## src/rtl/lfr_pkg.sv

```systemverilog
package lfr_pkg;

  // Configuration register indexes.
  localparam logic [1:0] REG_DATA_BYTES = 2'd0;
  localparam logic [1:0] REG_WATCH_ID   = 2'd1;
  localparam logic [1:0] REG_ENHANCED   = 2'd2;

  // Reset values of the configuration registers.
  localparam logic [3:0] DATA_BYTES_RST = 4'd8;
  localparam logic [5:0] WATCH_ID_RST   = 6'h30;
  localparam logic       ENHANCED_RST   = 1'b1;

  // Largest data field; longer settings saturate to it.
  localparam logic [3:0] MAX_DATA_BYTES = 4'd8;

  // Input command codes.
  localparam logic CMD_BREAK = 1'b0;
  localparam logic CMD_BYTE  = 1'b1;

  // Result status codes.
  localparam logic [1:0] ST_OK     = 2'd0;
  localparam logic [1:0] ST_CSUM   = 2'd1;
  localparam logic [1:0] ST_PARITY = 2'd2;

  // Identifier field of the protected identifier.
  localparam logic [7:0] ID_MASK = 8'h3F;

  typedef struct packed {
    logic [3:0] data_bytes;
    logic [5:0] watch_id;
    logic       enhanced;
  } cfg_t;

  typedef struct packed {
    logic       valid;
    logic [1:0] status;
    logic [5:0] frame_id;
    logic       target_hit;
    logic [7:0] computed_checksum;
    logic       led_on;
  } res_t;

endpackage

```

## src/rtl/lfr_in_stage.sv

```systemverilog
module lfr_in_stage (
  input  logic       clk,
  input  logic       rst_n,
  input  logic       in_valid,
  output logic       in_ready,
  input  logic       in_command,
  input  logic [7:0] in_rx_byte,
  input  logic       advance,
  output logic       item_valid,
  output logic       item_command,
  output logic [7:0] item_byte
);

  logic       valid_r;
  logic       command_r;
  logic [7:0] byte_r;

  // The register takes a new transfer when empty or when its item moves on.
  assign in_ready = !valid_r || advance;

  always_ff @(posedge clk) begin
    if (!rst_n) begin
      valid_r <= 1'b0;
    end else if (in_ready) begin
      valid_r <= in_valid;
    end
  end

  always_ff @(posedge clk) begin
    if (in_valid && in_ready) begin
      command_r <= in_command;
      byte_r    <= in_rx_byte;
    end
  end

  assign item_valid   = valid_r;
  assign item_command = command_r;
  assign item_byte    = byte_r;

endmodule

```

## src/rtl/lfr_deframer.sv

```systemverilog
module lfr_deframer (
  input  logic          clk,
  input  logic          rst_n,
  input  logic          step,
  input  logic          command,
  input  logic [7:0]    rx_byte,
  input  lfr_pkg::cfg_t cfg,
  output lfr_pkg::res_t res
);

  localparam logic [1:0] PH_IDLE = 2'd0;
  localparam logic [1:0] PH_SYNC = 2'd1;
  localparam logic [1:0] PH_PID  = 2'd2;
  localparam logic [1:0] PH_DATA = 2'd3;

  logic [1:0] phase_r, phase_nxt;
  logic [7:0] pid_r, pid_nxt;
  logic [3:0] count_r, count_nxt;
  logic [7:0] sum_r, sum_nxt;
  logic       led_r, led_nxt;

  logic [3:0] len;
  logic [8:0] raw_sum;
  logic [7:0] carry_sum;
  logic       p0;
  logic       p1;
  logic       pid_good;
  logic [7:0] csum;
  logic [5:0] frame_id;
  logic       csum_good;
  logic       hit;

  // Data length saturates at the largest frame.
  assign len = (cfg.data_bytes > lfr_pkg::MAX_DATA_BYTES) ?
               lfr_pkg::MAX_DATA_BYTES : cfg.data_bytes;

  // End-around-carry addition of the received byte.
  assign raw_sum   = {1'b0, sum_r} + {1'b0, rx_byte};
  assign carry_sum = raw_sum[7:0] + {7'd0, raw_sum[8]};

  // PID parity bits as computed from the identifier.
  assign p0       = rx_byte[0] ^ rx_byte[1] ^ rx_byte[2] ^ rx_byte[4];
  assign p1       = ~(rx_byte[1] ^ rx_byte[3] ^ rx_byte[4] ^ rx_byte[5]);
  assign pid_good = (rx_byte[6] == p0) && (rx_byte[7] == p1);

  // Checksum compare at the end of the frame.
  assign csum      = ~sum_r;
  assign frame_id  = pid_r[5:0];
  assign csum_good = (csum == rx_byte);
  assign hit       = csum_good && (frame_id == cfg.watch_id);

  always_comb begin
    phase_nxt = phase_r;
    pid_nxt   = pid_r;
    count_nxt = count_r;
    sum_nxt   = sum_r;
    led_nxt   = led_r;
    res       = '0;
    if (command == lfr_pkg::CMD_BREAK) begin
      // A break restarts the frame from any phase.
      phase_nxt = PH_SYNC;
      pid_nxt   = 8'd0;
      count_nxt = 4'd0;
      sum_nxt   = 8'd0;
    end else begin
      case (phase_r)
        PH_SYNC: begin
          phase_nxt = PH_PID;
        end
        PH_PID: begin
          pid_nxt = rx_byte;
          if (!pid_good) begin
            phase_nxt            = PH_IDLE;
            res.valid            = 1'b1;
            res.status           = lfr_pkg::ST_PARITY;
            res.frame_id         = rx_byte[5:0];
            res.target_hit       = 1'b0;
            res.computed_checksum = 8'd0;
            res.led_on           = led_r;
          end else begin
            phase_nxt = PH_DATA;
            count_nxt = 4'd0;
            sum_nxt   = cfg.enhanced ? rx_byte : 8'd0;
          end
        end
        PH_DATA: begin
          if (count_r < len) begin
            sum_nxt   = carry_sum;
            count_nxt = count_r + 4'd1;
          end else begin
            // Checksum byte closes the frame.
            phase_nxt             = PH_IDLE;
            led_nxt               = led_r ^ hit;
            res.valid             = 1'b1;
            res.status            = csum_good ? lfr_pkg::ST_OK : lfr_pkg::ST_CSUM;
            res.frame_id          = frame_id;
            res.target_hit        = hit;
            res.computed_checksum = csum;
            res.led_on            = led_r ^ hit;
          end
        end
        default: begin
          // Bytes outside a frame are dropped.
          phase_nxt = PH_IDLE;
        end
      endcase
    end
    if (!step) begin
      res.valid = 1'b0;
    end
  end

  always_ff @(posedge clk) begin
    if (!rst_n) begin
      phase_r <= PH_IDLE;
      pid_r   <= 8'd0;
      count_r <= 4'd0;
      sum_r   <= 8'd0;
      led_r   <= 1'b0;
    end else if (step) begin
      phase_r <= phase_nxt;
      pid_r   <= pid_nxt;
      count_r <= count_nxt;
      sum_r   <= sum_nxt;
      led_r   <= led_nxt;
    end
  end

endmodule

```

## src/rtl/lin_frame_receiver.sv

```systemverilog
// LIN responder frame receiver. Each input transfer is either a break
// (in_command 0) or one received UART byte (in_command 1). A break starts a
// new frame; the next byte is the sync byte, then the PID, whose parity is
// checked, then the configured number of data bytes and the checksum byte.
// One result transfer is given on a PID parity error and at the end of each
// frame; all other items give none. The block takes one item per clock
// cycle while out_ready does not hold a result: the item passes an input
// register, is decoded against the frame state combinationally, and its
// result lands in an output register once that register is free or emptied.
// While a result waits on out_ready, one more item can wait in the input
// register, after which in_ready stays low. Configuration writes are always
// ready and must be made only while no frame is in flight.
module lin_frame_receiver (
  input  logic       clk,
  input  logic       rst_n,
  input  logic       in_valid,
  output logic       in_ready,
  input  logic       in_command,
  input  logic [7:0] in_rx_byte,
  output logic       out_valid,
  input  logic       out_ready,
  output logic [1:0] out_status,
  output logic [5:0] out_frame_id,
  output logic       out_target_hit,
  output logic [7:0] out_computed_checksum,
  output logic       out_led_on,
  input  logic       cfg_valid,
  output logic       cfg_ready,
  input  logic [1:0] cfg_index,
  input  logic [5:0] cfg_data
);

  lfr_pkg::cfg_t cfg_r;
  lfr_pkg::res_t res;
  lfr_pkg::res_t out_r;

  logic       item_valid;
  logic       item_command;
  logic [7:0] item_byte;
  logic       step;

  // Configuration registers.
  assign cfg_ready = 1'b1;

  always_ff @(posedge clk) begin
    if (!rst_n) begin
      cfg_r.data_bytes <= lfr_pkg::DATA_BYTES_RST;
      cfg_r.watch_id   <= lfr_pkg::WATCH_ID_RST;
      cfg_r.enhanced   <= lfr_pkg::ENHANCED_RST;
    end else if (cfg_valid) begin
      case (cfg_index)
        lfr_pkg::REG_DATA_BYTES: cfg_r.data_bytes <= cfg_data[3:0];
        lfr_pkg::REG_WATCH_ID:   cfg_r.watch_id   <= cfg_data;
        lfr_pkg::REG_ENHANCED:   cfg_r.enhanced   <= cfg_data[0];
        default: begin
        end
      endcase
    end
  end

  // An item is processed when the output register is free or being emptied.
  assign step = item_valid && (!out_r.valid || out_ready);

  lfr_in_stage u_in_stage (
    .clk          (clk),
    .rst_n        (rst_n),
    .in_valid     (in_valid),
    .in_ready     (in_ready),
    .in_command   (in_command),
    .in_rx_byte   (in_rx_byte),
    .advance      (step),
    .item_valid   (item_valid),
    .item_command (item_command),
    .item_byte    (item_byte)
  );

  lfr_deframer u_deframer (
    .clk     (clk),
    .rst_n   (rst_n),
    .step    (step),
    .command (item_command),
    .rx_byte (item_byte),
    .cfg     (cfg_r),
    .res     (res)
  );

  // Output register holds a result until its transfer completes.
  always_ff @(posedge clk) begin
    if (!rst_n) begin
      out_r.valid <= 1'b0;
    end else if (!out_r.valid || out_ready) begin
      out_r.valid <= res.valid;
    end
    if (res.valid) begin
      out_r.status            <= res.status;
      out_r.frame_id          <= res.frame_id;
      out_r.target_hit        <= res.target_hit;
      out_r.computed_checksum <= res.computed_checksum;
      out_r.led_on            <= res.led_on;
    end
  end

  assign out_valid             = out_r.valid;
  assign out_status            = out_r.status;
  assign out_frame_id          = out_r.frame_id;
  assign out_target_hit        = out_r.target_hit;
  assign out_computed_checksum = out_r.computed_checksum;
  assign out_led_on            = out_r.led_on;

endmodule

```

## config.mk

```make
export PLATFORM = sky130hd
export DESIGN_NAME = lin_frame_receiver
export DESIGN_NICKNAME = d
export VERILOG_FILES = /design/src/rtl/lfr_pkg.sv /design/src/rtl/lfr_in_stage.sv /design/src/rtl/lfr_deframer.sv /design/src/rtl/lin_frame_receiver.sv
export SDC_FILE = /design/constraint.sdc
export NUM_CORES = 1
export LEC_CHECK = 0
export ABC_AREA = 1
export ABC_CLOCK_PERIOD_IN_PS = 4870
export BUFFER_PORTS_ARGS = -buffer_cell sky130_fd_sc_hd__buf_2
export CELL_PAD_IN_SITES_DETAIL_PLACEMENT = 0
export CELL_PAD_IN_SITES_GLOBAL_PLACEMENT = 1
export CORE_UTILIZATION = 30
export CTS_CLUSTER_SIZE = 25
export DETAILED_ROUTE_END_ITERATION = 8
export PLACE_DENSITY_LB_ADDON = 0.1
export SKIP_CTS_REPAIR_TIMING = 1
export SYNTH_ARGS = -nofsm -noshare
export SYNTH_HDL_FRONTEND = slang
export SYNTH_SLANG_ARGS = --single-unit
```

## constraint.sdc

```tcl
create_clock -name clk -period 4.87 [get_ports clk]
set_input_delay 0.974 -clock clk [delete_from_list [all_inputs] [get_ports clk]]
set_output_delay 0.974 -clock clk [all_outputs]
set_load 0.005 [all_outputs]
```

==> load_flow_metrics.sql, run 1 <==
INSERT INTO impl_metrics (metric_group, metric, value, unit) VALUES
('run_status', 'outcome', 'completed', ''),
('place', 'place_congestion', '0.846', ''),
('global_route', 'antenna_found_initial', '0', ''),
('cts', 'htree_levels', '3', ''),
('global_route', 'groute.usage.overall', '17.1', '%'),
('worst_setup_path', 'critical_path.cell_chain', 'ha_1, fa_1, nand2_1, nand2_1, a221o_1, ha_1, ha_1, inv_1, nor2_1, nand3_1, xor2_1, o21ai_0, nand2_1, nand2_1, nor2_1', ''),
('sta', 'slew-limit-headroom', '50.4', '%'),
('cts', 'root_buffer', 'sky130_fd_sc_hd__clkbuf_16', ''),
('floorplanning', 'fp.dieH', '108', 'um'),
('sta', 'max_slew.worst_pin.slew', '0.738', 'ns'),
('place', 'dp_hpwl', '7170', 'um'),
('routing', 'met3RoutedLength', '379', 'um'),
('final_layout', 'fillCellCount', '1163', ''),
('routing', 'detail_route_met2_wl', '4080', 'um'),
('global_route', 'globalRouteOverflowTotal', '0', ''),
('sta', 'fin_worst_skew', '0.00731', 'ns'),
('min_path', 'hold_path_startpoint', 'cfg_r[5]$_SDFFE_PN1P_', ''),
('synth', 'synth_ff_type', 'sky130_fd_sc_hd__dfxtp_1', ''),
('worst_setup_path', 'worstSetupEndpointType', 'flop', ''),
('pwr', 'irDropWorstVdd', '0.124', 'mV'),
('pwr', 'p_leak', '1.77', 'nW'),
('synth', 'synth_sequential_area_ratio', '43.9', '%'),
('cts', 'cts.reportedPaths.clkPinSlew', '0.06', 'ns'),
('final_layout', 'finish.net_count', '524', ''),
('floorplanning', 'dieArea', '11800', 'um^2'),
('worst_setup_path', 'critPathLaunchType', 'flop', ''),
('worst_setup_path', 'crit_start', 'u_in_stage.item_byte[0]$_DFFE_PP_', ''),
('worst_setup_path', 'launching_point_of_the_worst_reg2reg_path', 'u_in_stage.item_byte[0]$_DFFE_PP_', ''),
('run', 'max-cap-violations', '0', ''),
('sta', 'totalNegativeSetupSlack', '0', 'ns'),
('routing', 'drt_wl_total', '9290', 'um'),
('synth', 'synthesized_instance_count', '442', ''),
('cts', 'cts.sinks', '61', ''),
('worst_setup_path', 'crit_path_frequent_cell', 'sky130_fd_sc_hd__nand2_1', ''),
('sta', 'finalCritPeriodShare', '60.1', '%'),
('routing', 'm1WireLength', '4780', 'um'),
('worst_setup_path', 'timing.setup.critical_path_class', 'flop to flop', ''),
('place', 'io_buffer_count', '41', ''),
('final_layout', 'most-common-layout-cells', '125 x sky130_fd_sc_hd__nand2_1, 53 x sky130_fd_sc_hd__inv_1, 41 x sky130_fd_sc_hd__buf_2', ''),
('routing', 'ant_nets', '0', ''),
('worst_setup_path', 'cp.required', '5.14', 'ns'),
('floorplanning', 'initial_utilization', '31.1', '%'),
('cts', 'clk_path_buf_depth', '2', ''),
('worst_setup_path', 'critPathTopFamily', 'adder cells', ''),
('synth', 'synth_edf_count', '27', ''),
('pwr', 'pwr_density_cell', '324', 'nW/um^2'),
('final_layout', 'drive_above_1_share', '15.5', '%'),
('synth', 'yosysWarningCount', '0', ''),
('routing', 'drc', '0', ''),
('synth', 'synthesis.area_per_instance', '7.69', 'um^2'),
('worst_setup_path', 'critical_path.max_stage_delay', '0.49', 'ns'),
('global_route', 'wire_length_of_the_first_global_routing_pass', '14800', 'um'),
('floorplanning', 'rows', '38', ''),
('pwr', 'overall_power_consumption', '1.29', 'mW'),
('floorplanning', 'io_pins', '43', ''),
('cts', 'cts_made_buffers', '9', ''),
('floorplanning', 'die_w', '108', 'um'),
('sta', 'max_freq', '342', 'MHz'),
('sta', 'timing.final.hold_violations', '0', ''),
('worst_setup_path', 'arrival', '3.20', 'ns'),
('synth', 'postSynthRegisterBits', '61', ''),
('routing', 'wire_per_inst', '14.8', 'um'),
('global_route', 'first_global_vias', '2743', ''),
('cts', 'cts_tree', 'yes', ''),
('worst_setup_path', 'critPathMaxFanout', '4', ''),
('worst_setup_path', 'r2r_slack', '1.94', 'ns'),
('final_layout', 'area_growth', '17.5', '%'),
('global_route', 'grt_start_max_net_pins', '21', ''),
('routing', 'detailroute.via_count', '2955', ''),
('min_path', 'timing.hold.worst.class', 'flop to flop', ''),
('sta', 'finalWorstPathRequiredPeriod', '2.93', 'ns');
[sequential cells by signal, indices dropped and copies added, names as in the netlist]
register and count:
cfg_r 11, out_computed_checksum 8, u_deframer.sum_r 8, u_in_stage.item_byte 8
out_frame_id 6, u_deframer.pid_r 6, u_deframer.count_r 4, out_status 2
u_deframer.phase_r 2, out_led_on 1, out_target_hit 1, out_valid 1
u_deframer.led_r 1, u_in_stage.item_command 1, u_in_stage.item_valid 1
[routing by layer]
layer / global-route usage [%] / vias up
li1: - / 1527
met1: 24.6 / 1365
met2: 25.8 / 59
met3: 3.80 / 4
met4: 4.34 / 0
met5: 0 / -
[kinds of logic after synthesis]
family	Yosys count	synth area share [%]
AOI/OAI and AO/OA	74	11.9
other	1	0.110
buffers and inverters	69	8.24
and+or+nand+nor	210	26.7
adders and majority gates	18	6.85
xor gates and xnor gates	9	2.32
DFF	61	43.9
[cell usage after synthesis (all sizes together) (3+ instances only)]
cell type,number,area (um^2)
a21oi,39,218
buf,5,38.8
clkbuf,5,20.0
dfxtp,34,681
edfxtp,27,811
ha,17,213
inv,57,214
nand2,128,493
nand3,31,193
nand4,5,31.3
nor2,37,139
nor3,6,30.0
o21ai,31,155
xnor2,6,52.6
xor2,3,26.3
[report_power, final]
| part | internal [mW] | switching [mW] | leakage (nW) | total [mW] |
|---|---|---|---|---|
| clock | 0.345 | 0.244 | 0.136 | 0.589 |
| sequential | 0.551 | 0.0218 | 0.499 | 0.573 |
| combinational | 0.0469 | 0.0833 | 1.14 | 0.130 |
| total | 0.944 | 0.349 | 1.77 | 1.29 |
[tightest hold or removal path, stage by stage, from the launching register on]
cell                      delay, ns
sky130_fd_sc_hd__dfxtp_1       0.34
sky130_fd_sc_hd__nand2_1       0.06
sky130_fd_sc_hd__nand3_1       0.05
[final cells by class]
class	instances	area, um^2	area share (%)
clock buffer	9	225	5.64
clock inverter	7	48.8	1.22
inverter	59	221	5.54
multi-input combinational	312	1630	40.7
sequential	61	1490	37.3
tap	140	175	4.38
timing repair buffer	41	205	5.14
[path summary, 6_finish.rpt]
| kind | endpoint | cells after the start |
|---|---|---|
| max | u_deframer.sum_r[4]$_SDFFE_PN0P_ | 15 |
| min | cfg_r[5]$_SDFFE_PN1P_ | 2 |
| max reg2reg | u_deframer.sum_r[4]$_SDFFE_PN0P_ | 15 |
| min reg2reg | cfg_r[5]$_SDFFE_PN1P_ | 2 |
[stage by stage]
step	utilization (%)	hold WS (ns)	worst slack, ns	instance area (um^2)	instances
after CTS	36.5	0.484	1.93	4000	629
after global routing	36.5	0.521	1.68	4000	629
after floorplan	-	0.448	2.30	3400	442
final	36.5	0.484	1.94	4000	629
after detailed placement	34.0	0.469	1.97	3720	613
after global placement	34.0	0.466	2.00	3720	613
(Power assumes the default switching activity.)
==> inputs of run 2 (changes only) <==
--- a/config.mk
+++ b/config.mk
@@ -6,7 +6,7 @@
 export NUM_CORES = 1
 export LEC_CHECK = 0
 export ABC_AREA = 1
-export ABC_CLOCK_PERIOD_IN_PS = 4870
+export ABC_CLOCK_PERIOD_IN_PS = 2600
 export BUFFER_PORTS_ARGS = -buffer_cell sky130_fd_sc_hd__buf_2
 export CELL_PAD_IN_SITES_DETAIL_PLACEMENT = 0
 export CELL_PAD_IN_SITES_GLOBAL_PLACEMENT = 1
==> constraint.sdc (replaced) <==
create_clock -name clk -period 2.6 [get_ports clk]
set_input_delay 0.52 -clock clk [delete_from_list [all_inputs] [get_ports clk]]
set_output_delay 0.52 -clock clk [all_outputs]
set_load 0.005 [all_outputs]
==> run 2 against run 1 <==
  * Count of clock-buffer cells in the layout is 1 higher
  * Non-clock buffer count grew 26
  * Fmax rose by 17%
  * Final cell count is 4.1% higher
  * Flip-flop and latch count unchanged
  * Power is 110% higher
  * Worst setup slack lost 1.8 ns
  * Die area unchanged
  * First-iteration DRC count up 5.0%
  * Via count up 1.8%
  * Global-route usage down 0.35 points
  * Clock skew is 0.0047 ns lower
  * Critical endpoint is now u_deframer.sum_r[3]$_SDFFE_PN0P_
==> load_flow_metrics.sql, run 2 (synthesis results as in run 1) <==
INSERT INTO impl_metrics (metric_group, metric, value, unit) VALUES
('run_status', 'outcome', 'completed', ''),
('floorplanning', 'fp.dieH', '108', 'um'),
('worst_setup_path', 'worstSetupEndpointType', 'flop', ''),
('floorplanning', 'design.core.area', '10900', 'um^2'),
('sta', 'fin_worst_skew', '0.00266', 'ns'),
('cts', 'cts_tree', 'yes', ''),
('worst_setup_path', 'launching_point_of_the_worst_reg2reg_path', 'u_in_stage.item_byte[0]$_DFFE_PP_', ''),
('sta', 'finalWorstPathRequiredPeriod', '2.50', 'ns'),
('place', 'dp_hpwl', '7230', 'um'),
('routing', 'm1WireLength', '4510', 'um'),
('final_layout', 'drive_above_1_share', '23.9', '%'),
('worst_setup_path', 'crit_buf_inv', '2', ''),
('min_path', 'min_delay_path_depth', '1', ''),
('worst_setup_path', 'critical_path.cell_chain', 'ha_2, fa_2, nand2_2, nand2_2, a221o_1, ha_4, nand2_2, nor2_2, nand3_2, buf_4, buf_4, nand2_2, nand2_2, nand3_2, a21oi_2', ''),
('floorplanning', 'rows', '38', ''),
('floorplanning', 'die_w', '108', 'um'),
('cts', 'clk-insertion-delay-late', '0.32', 'ns'),
('worst_setup_path', 'critPathMaxFanout', '2', ''),
('cts', 'root_buffer', 'sky130_fd_sc_hd__clkbuf_16', ''),
('routing', 'first_iter_violations', '125', ''),
('min_path', 'timing.hold.worst.class', 'primary input to flop', ''),
('sta', 'slew-limit-headroom', '55.5', '%'),
('worst_setup_path', 'timing.setup.critical_path_class', 'flop to flop', ''),
('worst_setup_path', 'arrival', '2.76', 'ns'),
('pwr', 'pwr_density_cell', '626', 'nW/um^2'),
('pwr', 'overall_power_consumption', '2.75', 'mW'),
('sta', 'timing.final.ws_setup', '0.0964', 'ns'),
('sta', 'slew_viol_final', '0', ''),
('sta', 'finalCritPeriodShare', '96.3', '%'),
('floorplanning', 'initial_utilization', '31.1', '%'),
('floorplanning', 'io_pins', '43', ''),
('routing', 'drt_pass1_iterations', '5', ''),
('place', 'pre_cts_slack', '-0.0559', 'ns'),
('final_layout', 'largest_reg_flops', '11', ''),
('global_route', 'globalRouteOverflowTotal', '0', ''),
('final_layout', 'finish.net_count', '550', ''),
('global_route', 'first_global_vias', '2798', ''),
('sta', 'max_slew.worst_pin.slew', '0.667', 'ns'),
('routing', 'met3RoutedLength', '375', 'um'),
('final_layout', 'antenna_diode_instance_count', '0', ''),
('global_route', 'antenna_found_initial', '0', ''),
('routing', 'detail_route_met2_wl', '4230', 'um'),
('final_layout', 'layout.cells.most_common', 'sky130_fd_sc_hd__nand2_1', ''),
('final_layout', 'area_growth', '29.4', '%'),
('final_layout', 'most-common-layout-cells', '120 x sky130_fd_sc_hd__nand2_1, 52 x sky130_fd_sc_hd__inv_1, 41 x sky130_fd_sc_hd__buf_2', ''),
('routing', 'ant_nets', '0', ''),
('worst_setup_path', 'critical_path.slowest_cell', 'sky130_fd_sc_hd__edfxtp_1', ''),
('worst_setup_path', 'r2r_slack', '0.1', 'ns'),
('min_path', 'worst_hold_path.endpoint', 'u_in_stage.item_command$_DFFE_PP_', ''),
('run', 'max-cap-violations', '0', ''),
('sta', 'grt_setup_unrepaired', 'true', ''),
('routing', 'drc', '0', ''),
('worst_setup_path', 'cp.required', '2.86', 'ns'),
('cts', 'cts_made_buffers', '9', ''),
('worst_setup_path', 'crit-reg2reg-capture', 'u_deframer.sum_r[3]$_SDFFE_PN0P_', ''),
('routing', 'top_signal_layer_used', 'met4', ''),
('global_route', 'grt_start_max_net_pins', '21', ''),
('sta', 'timing.final.hold_violations', '0', ''),
('pwr', 'p_leak', '1.93', 'nW'),
('final_layout', 'registers.top_by_ff_count', 'cfg_r', ''),
('cts', 'cts.sinks', '61', ''),
('cts', 'cts.reportedPaths.clkPinSlew', '0.05', 'ns'),
('worst_setup_path', 'crit_path_frequent_cell', 'sky130_fd_sc_hd__nand2_2', ''),
('sta', 'setup_viol', '0', ''),
('place', 'place_congestion', '0.864', ''),
('pwr', 'irDropWorstVdd', '0.237', 'mV'),
('routing', 'viasPerCell', '4.59', ''),
('routing', 'wire_per_inst', '14.2', 'um'),
('global_route', 'groute.usage.overall', '16.8', '%'),
('routing', 'detailroute.via_count', '3009', ''),
('cts', 'htree_levels', '3', ''),
('sta', 'max_freq', '399', 'MHz'),
('routing', 'drt_wl_total', '9310', 'um'),
('worst_setup_path', 'critPathLaunchType', 'flop', ''),
('worst_setup_path', 'worst-r2r-cell-count', '15', ''),
('worst_setup_path', 'critical_path.max_stage_delay', '0.39', 'ns'),
('place', 'io_buffer_count', '41', ''),
('final_layout', 'fillCellCount', '1135', ''),
('min_path', 'hold_path_startpoint', 'in_command', ''),
('worst_setup_path', 'critPathTopFamily', 'adder cells', ''),
('global_route', 'wire_length_of_the_first_global_routing_pass', '14500', 'um'),
('cts', 'clk_path_buf_depth', '2', ''),
('floorplanning', 'dieArea', '11800', 'um^2');
==> run 2: cell type report <==
cell class	instances	area [um^2]	share of cell area [%]
Sequential cell	61	1490	33.9
Inverter	59	221	5.03
Tap cell	140	175	3.98
Timing Repair Buffer	67	413	9.39
Clock inverter	6	110	2.50
Clock buffer	10	239	5.43
Multi-Input combinational cell	312	1750	39.8
==> run 2: through the flow <==
| step | setup TNS (ns) | cells | hold WS [ns] | utilization [%] | instance area [um^2] |
|---|---|---|---|---|---|
| after floorplan | 0 | 442 | 0.448 | - | 3400 |
| after global placement | 0 | 638 | 0.470 | 35.9 | 3920 |
| after detailed placement | -0.0897 | 638 | 0.486 | 35.9 | 3920 |
| after CTS | -0.158 | 654 | 0.358 | 39.1 | 4270 |
| after global routing | -0.190 | 655 | 0.360 | 40.2 | 4400 |
| final | 0 | 655 | 0.367 | 40.2 | 4400 |
==> run 2: power by group <==
part	internal (mW)	leakage (nW)	switching (mW)
Clock	0.960	0.166	0.432
Combinational	0.120	1.26	0.179
Sequential	1.03	0.499	0.0300
==> run 2: per-layer routing <==
metal / global-route usage [%] / vias to the layer above
met5: 0 / -
met4: 6.95 / 0
met3: 2.59 / 13
met2: 26.5 / 69
met1: 22.7 / 1341
li1: - / 1586
==> run 2: worst max-delay path by stage <==
stage / start / depth (start not counted) / endpoint / slack (ns)
floorplan: u_in_stage.item_byte[0]$_DFFE_PP_ / 15 / u_deframer.sum_r[4]$_SDFFE_PN0P_ / 0.03
global placement: u_in_stage.item_byte[0]$_DFFE_PP_ / 15 / u_deframer.sum_r[4]$_SDFFE_PN0P_ / 0.009
detailed placement: u_in_stage.item_byte[0]$_DFFE_PP_ / 15 / u_deframer.sum_r[4]$_SDFFE_PN0P_ / -0.06
CTS: u_in_stage.item_byte[0]$_DFFE_PP_ / 15 / u_deframer.sum_r[4]$_SDFFE_PN0P_ / -0.08
global route: u_in_stage.item_byte[0]$_DFFE_PP_ / 15 / u_deframer.sum_r[6]$_SDFFE_PN0P_ / -0.06
finish: u_in_stage.item_byte[0]$_DFFE_PP_ / 15 / u_deframer.sum_r[3]$_SDFFE_PN0P_ / 0.1
==> inputs of run 3 (changes only) <==
--- a/config.mk
+++ b/config.mk
@@ -13,8 +13,9 @@
 export CORE_UTILIZATION = 30
 export CTS_CLUSTER_SIZE = 25
 export DETAILED_ROUTE_END_ITERATION = 8
-export PLACE_DENSITY_LB_ADDON = 0.1
+export PLACE_DENSITY = 0.63
 export SKIP_CTS_REPAIR_TIMING = 1
 export SYNTH_ARGS = -nofsm -noshare
 export SYNTH_HDL_FRONTEND = slang
 export SYNTH_SLANG_ARGS = --single-unit
+export TNS_END_PERCENT = 10
==> run 3 against run 2 <==
  * Via count increased by 1.5%
  * Non-clock buffer count decreased by 1
  * Clock skew is 0.0072 ns higher
  * Wire length is 5.3% lower
  * Power down 7.6%
  * Utilization fell by 1.1 points
  * Fmax is 1.1% lower
==> load_flow_metrics.sql, run 3 (synthesis results as in run 1) <==
INSERT INTO impl_metrics (metric_group, metric, value, unit) VALUES
('floorplanning', 'rows', '38', ''),
('final_layout', 'layout.cells.most_common', 'sky130_fd_sc_hd__nand2_1', ''),
('global_route', 'groute.usage.overall', '15.8', '%'),
('worst_setup_path', 'timing.setup.critical_path_class', 'flop to flop', ''),
('routing', 'wire_per_inst', '13.5', 'um'),
('min_path', 'timing.hold.worst.class', 'primary input to flop', ''),
('final_layout', 'antenna_diode_instance_count', '0', ''),
('cts', 'htree_levels', '3', ''),
('global_route', 'globalRouteOverflowTotal', '0', ''),
('routing', 'ant_nets', '0', ''),
('place', 'io_buffer_count', '41', ''),
('cts', 'cts.sinks', '61', ''),
('floorplanning', 'design.core.area', '10900', 'um^2'),
('worst_setup_path', 'critical_path.max_stage_delay', '0.43', 'ns'),
('worst_setup_path', 'arrival', '2.78', 'ns'),
('pwr', 'p_leak', '1.90', 'nW'),
('cts', 'cts_made_buffers', '9', ''),
('floorplanning', 'dieArea', '11800', 'um^2'),
('routing', 'drt_pass1_iterations', '5', ''),
('sta', 'slew-limit-headroom', '52.2', '%'),
('cts', 'cts.reportedPaths.clkPinSlew', '0.06', 'ns'),
('worst_setup_path', 'worstSetupEndpointType', 'flop', ''),
('run', 'max-cap-violations', '0', ''),
('final_layout', 'registers.top_by_ff_count', 'cfg_r', ''),
('pwr', 'pwr_density_cell', '594', 'nW/um^2'),
('routing', 'drt_wl_total', '8820', 'um'),
('sta', 'max_freq', '395', 'MHz'),
('final_layout', 'final_non_filler_cells', '654', ''),
('sta', 'timing.final.ws_setup', '0.0687', 'ns'),
('final_layout', 'area_growth', '26.0', '%'),
('pwr', 'irDropWorstVdd', '0.292', 'mV'),
('final_layout', 'multi_input_combinational_cell_area', '1700', 'um^2'),
('sta', 'finalWorstPathRequiredPeriod', '2.53', 'ns'),
('sta', 'fin_worst_skew', '0.00987', 'ns'),
('final_layout', 'area_of_all_placed_cells_without_fillers', '4280', 'um^2'),
('final_layout', 'drive_above_1_share', '22.2', '%'),
('place', 'dp_hpwl', '6920', 'um'),
('floorplanning', 'fp.dieH', '108', 'um'),
('run_status', 'outcome', 'completed', ''),
('worst_setup_path', 'critical_path.slowest_cell', 'sky130_fd_sc_hd__edfxtp_1', ''),
('place', 'place_congestion', '0.815', ''),
('cts', 'clk_path_buf_depth', '2', ''),
('sta', 'grt_setup_unrepaired', 'true', ''),
('worst_setup_path', 'critPathLaunchType', 'flop', ''),
('global_route', 'grt_start_max_net_pins', '21', ''),
('sta', 'holdWs', '0.363', 'ns'),
('final_layout', 'final-seq-area', '1490', 'um^2'),
('cts', 'root_buffer', 'sky130_fd_sc_hd__clkbuf_16', ''),
('sta', 'finalCritPeriodShare', '97.4', '%'),
('final_layout', 'largest_reg_flops', '11', ''),
('worst_setup_path', 'crit_buf_inv', '1', ''),
('worst_setup_path', 'critical_path.cell_chain', 'ha_4, fa_2, nand2_2, nand2_2, a221o_1, ha_2, ha_4, inv_2, nor2_2, o21ai_0, nand2_1, nor2_1, nand2_1, a21oi_1', ''),
('place', 'place_inst', '635', ''),
('final_layout', 'finish.net_count', '549', ''),
('sta', 'max_slew.worst_pin.slew', '0.716', 'ns'),
('place', 'pre_cts_slack', '-0.0473', 'ns'),
('cts', 'clk-insertion-delay-late', '0.33', 'ns'),
('cts', 'cts_tree', 'yes', ''),
('sta', 'slew_viol_final', '0', ''),
('global_route', 'first_global_vias', '2805', ''),
('routing', 'first_iter_violations', '106', ''),
('global_route', 'antenna_found_initial', '0', ''),
('place', 'total_cell_area_at_the_placement_stage', '3890', 'um^2'),
('worst_setup_path', 'critPathTopFamily', 'adder cells', ''),
('routing', 'viasPerCell', '4.67', ''),
('global_route', 'wire_length_of_the_first_global_routing_pass', '13900', 'um'),
('final_layout', 'fillCellCount', '1164', ''),
('routing', 'drc', '0', ''),
('floorplanning', 'io_pins', '43', ''),
('sta', 'timing.final.hold_violations', '0', ''),
('routing', 'detailroute.via_count', '3055', ''),
('pwr', 'overall_power_consumption', '2.54', 'mW'),
('worst_setup_path', 'cp.required', '2.85', 'ns'),
('floorplanning', 'initial_utilization', '31.1', '%'),
('worst_setup_path', 'critPathMaxFanout', '2', ''),
('sta', 'setup_viol', '0', ''),
('final_layout', 'most-common-layout-cells', '123 x sky130_fd_sc_hd__nand2_1, 52 x sky130_fd_sc_hd__inv_1, 41 x sky130_fd_sc_hd__buf_2', ''),
('floorplanning', 'die_w', '108', 'um');
[run 3: changes by cell type in the layout (fill, tap and decap cells not counted), moves of 2 or more]
| cell | change |
|---|---|
| sky130_fd_sc_hd__nand2_1 | +3 |
| sky130_fd_sc_hd__nor2_1 | +2 |
| sky130_fd_sc_hd__bufinv_16 | -2 |
| sky130_fd_sc_hd__clkinv_2 | +2 |
| sky130_fd_sc_hd__nand2_2 | -3 |
[run 3: cell type report]
| cell class | instances | area share (%) |
|---|---|---|
| clock buffer | 9 | 5.26 |
| clock inverter | 7 | 1.72 |
| inverter | 59 | 5.17 |
| multi-input combinational | 312 | 39.8 |
| sequential | 61 | 34.8 |
| tap | 140 | 4.09 |
| timing repair buffer | 66 | 9.17 |
[run 3: where the power goes]
part	internal [mW]	switching, mW	leakage, nW	total, mW
clock	0.744	0.448	0.146	1.19
sequential	1.03	0.0301	0.499	1.06
combinational	0.116	0.174	1.26	0.290
[run 3: stage by stage]
stage               TNS [ns]  utilization [%]
global placement           0             35.5
detailed placement   -0.0901             35.5
global route          -0.187             39.2
floorplan                  0                -
finish                     0             39.2
CTS                   -0.109             38.3
[run 3: path summary, 6_finish.rpt]
path,start,endpoint,slack (ns),cells past startpoint
max,u_in_stage.item_byte[0]$_DFFE_PP_,u_deframer.sum_r[2]$_SDFFE_PN0P_,0.07,14
min,in_rx_byte[6],u_in_stage.item_byte[6]$_DFFE_PP_,0.36,1
max reg2reg,u_in_stage.item_byte[0]$_DFFE_PP_,u_deframer.sum_r[2]$_SDFFE_PN0P_,0.07,14
min reg2reg,cfg_r[5]$_SDFFE_PN1P_,cfg_r[5]$_SDFFE_PN1P_,0.49,2
[run 3: routing by layer]
layer,vias to the layer above,track usage [%],part of all wire (%)
met4,0,4.92,0.83
li1,1582,-,-
met5,-,0,0
met1,1417,22.2,51
met3,5,2.77,3.1
met2,51,24.5,45
